**config.mk**
```make
export PLATFORM = sky130hd
export DESIGN_NAME = insertion_sort_engine
export DESIGN_NICKNAME = d
export VERILOG_FILES = /design/src/ise_pkg.sv /design/src/ise_datapath.sv /design/src/ise_ctrl.sv /design/src/insertion_sort_engine.sv
export VERILOG_INCLUDE_DIRS = /design/src /design/src/src
export SDC_FILE = /design/constraint.sdc
export NUM_CORES = 2
export LEC_CHECK = 0
export ABC_AREA = 1
export BUFFER_PORTS_ARGS = -buffer_cell sky130_fd_sc_hd__buf_2
export CORE_UTILIZATION = 40
export CTS_CLUSTER_DIAMETER = 150
export DETAILED_ROUTE_END_ITERATION = 10
export PLACE_DENSITY = 0.55
export SETUP_SLACK_MARGIN = 0.3
export SYNTH_ARGS = -nofsm -noshare
export SYNTH_HDL_FRONTEND = slang
export SYNTH_HIERARCHICAL = 1
export SYNTH_SLANG_ARGS = --single-unit
```
**constraint.sdc**
```tcl
create_clock -name clk -period 12.6 [get_ports clk]
set_input_delay 0.63 -clock clk [delete_from_list [all_inputs] [get_ports clk]]
set_output_delay 0.63 -clock clk [all_outputs]
set_load 0.005 [all_outputs]
```
**src/assert_macros.svh**
```systemverilog
// Assertion helpers used by the RTL. Each use names its label, clock and reset.
`ifndef ASSERT_MACROS_SVH
`define ASSERT_MACROS_SVH

// The consequent must hold in the same cycle as the antecedent.
`define ASSERT_SAME(lbl, clk_s, rst_n_s, ante, cons) \
	lbl: assert property (@(posedge clk_s) disable iff (!rst_n_s) (ante) |-> (cons)) \
		else $error("assertion failed in same cycle");

// The consequent must hold in the cycle after the antecedent.
`define ASSERT_NEXT(lbl, clk_s, rst_n_s, ante, cons) \
	lbl: assert property (@(posedge clk_s) disable iff (!rst_n_s) (ante) |=> (cons)) \
		else $error("assertion failed on next cycle");

`endif

```
**src/ise_pkg.sv**
```systemverilog
`default_nettype none

package ise_pkg;

	localparam int CAPACITY = 16;
	localparam int CNT_W    = $clog2(CAPACITY + 1);

	typedef struct packed {
		logic signed [31:0] value;
		logic               last_in;
	} in_item_t;

	typedef struct packed {
		logic signed [31:0] sorted_value;
		logic               last_out;
		logic               overflowed;
	} out_item_t;

	typedef struct packed {
		logic insert;
		logic pop;
	} dp_cmd_t;

	typedef struct packed {
		logic [CNT_W-1:0] count;
		logic             count_one;
		logic             slot_free;
	} dp_status_t;

endpackage

`default_nettype wire

```
**src/ise_datapath.sv**
```systemverilog
`default_nettype none

module ise_datapath (
	input  logic              clk,
	input  logic              arst_n,
	input  ise_pkg::dp_cmd_t  cmd,
	input  ise_pkg::in_item_t src_item,
	input  logic              res_stall,
	output ise_pkg::dp_status_t status,
	output logic              res_valid,
	output ise_pkg::out_item_t res_item
);
	import ise_pkg::*;

	logic signed [31:0] store_q [CAPACITY];
	logic [CNT_W-1:0]   count_q;
	logic               overflow_q;
	logic               res_valid_q;
	out_item_t          res_item_q;
	logic [CAPACITY-1:0] gt;
	logic               full;
	logic               do_insert;

	assign full      = (count_q == CNT_W'(CAPACITY));
	assign do_insert = cmd.insert && !full;

	// Each occupied entry compares itself against the incoming value. The row is
	// sorted, so the entries that are strictly greater form one run at the top.
	always_comb begin
		for (int i = 0; i < CAPACITY; i++) begin
			gt[i] = (CNT_W'(i) < count_q) && (store_q[i] > src_item.value);
		end
	end

	// Greater entries move up one place; the value lands just below the run.
	// Popping moves every entry down one place toward the head.
	always_ff @(posedge clk) begin
		if (do_insert) begin
			for (int i = 0; i < CAPACITY; i++) begin
				if (i > 0 && gt[(i > 0) ? i - 1 : 0]) begin
					store_q[i] <= store_q[(i > 0) ? i - 1 : 0];
				end else if (gt[i] || CNT_W'(i) == count_q) begin
					store_q[i] <= src_item.value;
				end
			end
		end else if (cmd.pop) begin
			for (int i = 0; i < CAPACITY - 1; i++) begin
				store_q[i] <= store_q[i + 1];
			end
		end
	end

	always_ff @(posedge clk or negedge arst_n) begin
		if (!arst_n) begin
			count_q    <= '0;
			overflow_q <= 1'b0;
		end else begin
			if (do_insert) begin
				count_q <= count_q + CNT_W'(1);
			end else if (cmd.pop) begin
				count_q <= count_q - CNT_W'(1);
			end
			if (cmd.insert && full) begin
				overflow_q <= 1'b1;
			end else if (cmd.pop && status.count_one) begin
				overflow_q <= 1'b0;
			end
		end
	end

	always_ff @(posedge clk or negedge arst_n) begin
		if (!arst_n) begin
			res_valid_q <= 1'b0;
		end else if (cmd.pop) begin
			res_valid_q <= 1'b1;
		end else if (!res_stall) begin
			res_valid_q <= 1'b0;
		end
	end

	always_ff @(posedge clk) begin
		if (cmd.pop) begin
			res_item_q.sorted_value <= store_q[0];
			res_item_q.last_out     <= status.count_one;
			res_item_q.overflowed   <= overflow_q;
		end
	end

	assign status.count     = count_q;
	assign status.count_one = (count_q == CNT_W'(1));
	assign status.slot_free = !res_valid_q || !res_stall;

	assign res_valid = res_valid_q;
	assign res_item  = res_item_q;

endmodule

`default_nettype wire

```
**src/ise_ctrl.sv**
```systemverilog
`default_nettype none

module ise_ctrl (
	input  logic                clk,
	input  logic                arst_n,
	input  logic                src_valid,
	input  logic                src_last,
	input  ise_pkg::dp_status_t status,
	output logic                src_stall,
	output ise_pkg::dp_cmd_t    cmd
);
	import ise_pkg::*;

	localparam logic ST_ACCEPT = 1'b0;
	localparam logic ST_DRAIN  = 1'b1;

	logic state_q;
	logic state_d;

	always_comb begin
		cmd.insert = 1'b0;
		cmd.pop    = 1'b0;
		src_stall  = 1'b1;
		state_d    = state_q;
		case (state_q)
			ST_ACCEPT: begin
				src_stall  = 1'b0;
				cmd.insert = src_valid;
				if (src_valid && src_last) begin
					state_d = ST_DRAIN;
				end
			end
			ST_DRAIN: begin
				cmd.pop = status.slot_free;
				if (status.slot_free && status.count_one) begin
					state_d = ST_ACCEPT;
				end
			end
			default: begin
				state_d = ST_ACCEPT;
			end
		endcase
	end

	always_ff @(posedge clk or negedge arst_n) begin
		if (!arst_n) begin
			state_q <= ST_ACCEPT;
		end else begin
			state_q <= state_d;
		end
	end

endmodule

`default_nettype wire

```
**src/insertion_sort_engine.sv**
```systemverilog
// Channel   Direction  Handshake            Payload
// src       input      src_valid/src_stall  in_item_t  {value, last_in}
// res       output     res_valid/res_stall  out_item_t {sorted_value, last_out, overflowed}
//
// An input item is taken every cycle while the engine collects a batch; the
// parallel compare-and-shift over the register row inserts it as it is taken.
// After an item with last_in, the batch drains from the head of the row, one
// result per cycle while res is not stalled, and src_stall stays high.
// A stall on res holds the output register and pauses the drain.
// Reset clears the element count, the overflow flag and the controller; the
// stored values themselves are not reset.
`default_nettype none

`include "assert_macros.svh"

module insertion_sort_engine (
	input  logic               clk,
	input  logic               arst_n,
	input  logic               src_valid,
	output logic               src_stall,
	input  ise_pkg::in_item_t  src_item,
	output logic               res_valid,
	input  logic               res_stall,
	output ise_pkg::out_item_t res_item
);
	import ise_pkg::*;

	dp_cmd_t    cmd;
	dp_status_t status;

	ise_ctrl u_ctrl (
		.clk       (clk),
		.arst_n    (arst_n),
		.src_valid (src_valid),
		.src_last  (src_item.last_in),
		.status    (status),
		.src_stall (src_stall),
		.cmd       (cmd)
	);

	ise_datapath u_datapath (
		.clk       (clk),
		.arst_n    (arst_n),
		.cmd       (cmd),
		.src_item  (src_item),
		.res_stall (res_stall),
		.status    (status),
		.res_valid (res_valid),
		.res_item  (res_item)
	);

	`ASSERT_SAME(a_count_in_range, clk, arst_n, 1'b1, status.count <= CNT_W'(CAPACITY))
	`ASSERT_SAME(a_pop_not_empty, clk, arst_n, cmd.pop, status.count != '0)
	`ASSERT_SAME(a_insert_pop_excl, clk, arst_n, cmd.insert, !cmd.pop)
	`ASSERT_NEXT(a_last_starts_drain, clk, arst_n, src_valid && !src_stall && src_item.last_in, src_stall)

endmodule

`default_nettype wire

```
* Yosys cells after proc, flatten, opt, wreduce, memory -nomap -nowiden
Memory sizes are Yosys's and may differ from the RTL's.
Index checks and enable logic that the tools add are counted.
** Cells by class
- Bitwise logic cells :: 31
- Reductions and logical operators :: 44
- Div/mod/pow operators :: 0
- Add/sub/neg operators :: 2
- Equality and inequality tests :: 18
- $mul :: 0
- Magnitude comparators :: 32
- Muxes and demuxes :: 153
- Shift operators :: 0
** Operators with widths (number)
- $mux 32 :: 30
- $gt 32x32->1 :: 16
- $mux 1 :: 120
- $eq 4x5->1 const A :: 8
- $lt 4x5->1 const A :: 8
- $or 1x1->1 :: 30
- $logic_and 1x1->1 :: 21
- $eq 3x5->1 const A :: 4
- $lt 3x5->1 const A :: 4
- $logic_or 1x1->1 :: 17
- $eq 2x5->1 const A :: 2
- $lt 1x5->1 const A :: 2
- $lt 2x5->1 const A :: 2
- $mux 5 :: 2
- $add 5x1->5 const B :: 1
- $eq 1x5->1 const A :: 1
- $eq 5x1->1 const B :: 1
- $eq 5x5->1 const B :: 1
- $logic_not 5->1 :: 1
- $sub 5x1->5 const B :: 1
- $reduce_bool 2->1 :: 2
- $logic_not 1->1 :: 3
- $ne 2x1->1 const B :: 1
- $pmux 1 s2 :: 1
- $not 1->1 :: 1
** Word-level totals
- ROM bits :: 0
- RAM bits :: 512
- Word-level logic and storage cells :: 288
- Flip-flop bits (word level) :: 42
- Memories :: 1
- Latch bits :: 0
** Memories
- u_datapath.store_q :: words 16, width 32, rd ports 16, clocked after Yosys merged registers in 0, wr ports 16, RTL line ise_datapath.sv:15 : logic signed [31:0] store_q [CAPACITY];

* Longest topological paths before layout
- Depth in word-level cells :: 9
- Gate-level depth with buffers :: 22

* Hierarchy
Netlist, hierarchy kept.
** By module, submodules not included
- ise_datapath :: area each 42180.5 µm², cells an instance 5573, seq. area each 16570.9 µm², instances 1
- ise_ctrl :: area each 60.1 µm², cells an instance 10, seq. area each 25.0 µm², instances 1

* Worst setup path before layout
No wires, ideal clock.
- Kind :: input to register
- Start point :: input src_item[32] in the netlist's numbering
- End point :: memory u_datapath.store_q[6][0], in the netlist u_datapath/store_q[0][192] (enable)
- Cell stages on the path :: 12
- Required time :: 12.134 ns
- Setup slack :: 7.008 ns
- Buffers on the path :: 2
- Arrival time :: 5.127 ns
- Cell sequence :: inv_1 > clkbuf_1 > ha_1 > a21oi_1 > o21a_1 > nand2_1 > a21oi_1 > a21oi_1 > nor2_1 > nor2_4 > clkbuf_1 > o21ai_0
** RTL lines
- from (decl) :: RTL line insertion_sort_engine.sv:21 : input ise_pkg::in_item_t src_item,
- to (decl) :: RTL line ise_datapath.sv:15

==> reports/qor.yml <==
clock-sinks: 554
synth_edf_count: 546
grt_pass1_wl_um: 232000
post-place-ws_ns: 7.04
cts.repair.resized: 0
rrSetupSlack_ns: 7.77
r2r-end: "u_datapath/store_q[0][279]$_DFFE_PP_"
die_y_um: 327
synth_compound_area_share_pct: 6.10
viasPerCell: 5.55
start_util_pct: 40.6
cts_made_buffers: 71
drc: 0
async_flop_share_pct: 1.44
grt_setup_unrepaired: "false"
slew_headroom_pct: 14.9
place_area_um2: 44000
synth-xor-area-share_pct: 0.0829
startpoint_type: "input pin"
synth.avg_cell_area_um2: 7.57
grt_start_max_net_pins: 100
tightest_slew_ns: 1.27
syn-cell-area_um2: 42200
setup_slack_ns: 7.69
worst-path-max-fanout: 35
antenna_found_initial: 2
ys.flop_type: "edfxtp_1"
root_buffer: "clkbuf_16"
fin_crit_ns: 4.91
nNetsFinal: 6112
status: "completed"
rows: 118
synth_top_area_share_pct: 38.8
setup_viol: 0
muxShareOfSynthArea_pct: 0
max_freq_ghz: 0.204
hp-class: "in -> reg"
finalHoldViolations: 0
drt_wl_total_um: 154000
drt_iter0_drc: 4237
synthAdderAreaFrac_pct: 15.3
min-delay-start: "src_item[0]"
yosys.cell_types.count: 46
startpoint: "src_item[20]"
drive_gt1_share_pct: 6.00
yosysWarnings: 6
gp_congestion: 0.889
synth_nets: 6137
cts_tree: "built"
cp-end-kind: "register"
synth_top_family_by_area: "simple AND/OR/NAND/NOR gates"
worstRegToRegCells: 15
grt_pass1_vias: 36600
synth_commonest_cells: "nand2_1, nand3_1, edfxtp_1"
wire_per_inst_um: 22.0
period_share_pct: 39.0
die-area_um2: 107000
ir_drop_mv: 0.204
netlist_instances: 5583
required_ns: 12.93
die_x_um: 327
vias: 38800
hpwlAfterDp_um: 110000
synth_top_area_cell: "edfxtp_1"
drv_slew: 0
grt-ovfl-total: 0
antenna_left: 0
synth-seq-area-share_pct: 39.3
finalSetupTns_ns: 0
fin_skew_ns: 0.0299
track_usage_pct: 28.5
ys_ff_latch: 554
worstReg2RegStart: "u_datapath/count_q[0]$_DFFE_PN0P_"
htree_levels: 3
path_class: "in -> reg"
synth-simple-area-share_pct: 32.4
syn2layout_area_growth_pct: 9.45
endpoint: "u_datapath/store_q[0][401]$_DFFE_PP_"
port_buffers: 72
yosysMostFrequentCell: "nand2_1"
clock_latency_ns: 0.66
p_leak_nw: 22.4
p_per_area_nw_per_um2: 300
diodes: 0
ys_top_cells_by_area: "edfxtp_1, nand2_1, ha_1"
cap_violations: 0
io_pins: 73
cts_buffer_depth: 3
path_clk_slew_ns: 0.05
dr.pass1.iters: 5
final_cell_area_um2: 46200
coreArea_um2: 104000
arrival_ns: 5.24
repair_timing:
| item | CTS | global route |
|---|---|---|
| endpoints found under the hold margin | 8 | 0 |
| buffers inserted | 0 | 0 |
| hold buffers | 1 | 0 |
cell type report:
class	count	area (um^2)
clock buffer	94	1970
clock inverter	35	256
fill	10700	57900
inverter	441	1660
multi-input combinational	4316	22900
sequential	554	16600
tap	1380	1730
timing repair buffer	174	1170
power breakdown:
part / total [mW] / switching [mW] / internal (mW)
registers: 4.85 / 1.09 / 3.76
logic: 6.99 / 4.93 / 2.06
clock network: 2.03 / 0.865 / 1.16
cell usage in the layout, fill, tap and decap left out, drive strengths merged, types with 8 or more instances in the layout:
master  instances
a21oi         250
clkbuf         94
o21ai         175
nand3         745
nand2        2027
o21a           26
inv           439
clkinv         33
nor2          477
ha            517
edfxtp        546
nor3           12
buf           173
a21o           18
dfrtp           8
nand4          35
layer usage:
metal	track usage (%)	wire length (um)	up-vias
li1	-	-	18500
met5	0	0	-
met3	5.02	13400	235
met4	7.96	4230	0
met1	42.2	71000	18500
met2	42.3	65000	1603
flip-flops by register name, summed over array words and instances, names as in the netlist:
| signal | flops |
|---|---|
| u_datapath/store_q | 512 |
| u_datapath/res_item | 34 |
| u_datapath/count_q | 5 |
| u_ctrl/state_q | 1 |
| u_datapath/overflow_q | 1 |
| u_datapath/res_valid | 1 |
how the worst min path moves through the flow:
stage                                            end  depth (start not counted)  slack (ns)
floorplan                   u_ctrl/state_q$_DFF_PN0_                          0        0.33
global placement    u_datapath/res_item[0]$_DFFE_PP_                          0        0.42
detailed placement  u_datapath/res_item[0]$_DFFE_PP_                          0        0.43
CTS                         u_ctrl/state_q$_DFF_PN0_                          3        0.19
global route                u_ctrl/state_q$_DFF_PN0_                          3        0.22
finish                      u_ctrl/state_q$_DFF_PN0_                          3        0.22
kinds of logic (layout without fill, tap and decap cells):
logic type	Yosys count	in the layout
simple gates	3310	3310
buf+inv	713	744
flops	554	554
fa+ha+maj	517	517
compound gates	485	485
xor+xnor	4	4
through the flow:
stage	total power [mW]	cells	hold WS (ns)	util, %
6_report	13.9	6994	0.225	44.4
5_1_grt	15.0	6994	0.219	44.4
4_1_cts	13.8	6994	0.191	44.4
3_5_place_dp	11.8	6864	0.426	42.3
3_3_place_gp	11.7	6864	0.423	42.3
2_1_floorplan	9.23	5583	0.334	-
critical path: stages:
cell and delay [ns]:
buf_2 0.10, inv_1 0.04, buf_4 0.29, buf_4 0.44
ha_1 0.32, a21o_1 0.16, o21ai_0 0.15, nand2_1 0.08
a21oi_1 0.22, nand2_1 0.08, nand2_1 0.09, nand3_2 0.52
nand3_1 0.28, nand2_1 0.56, nand2_1 0.84, buf_4 0.37
Power figures use the tool's default switching activity.
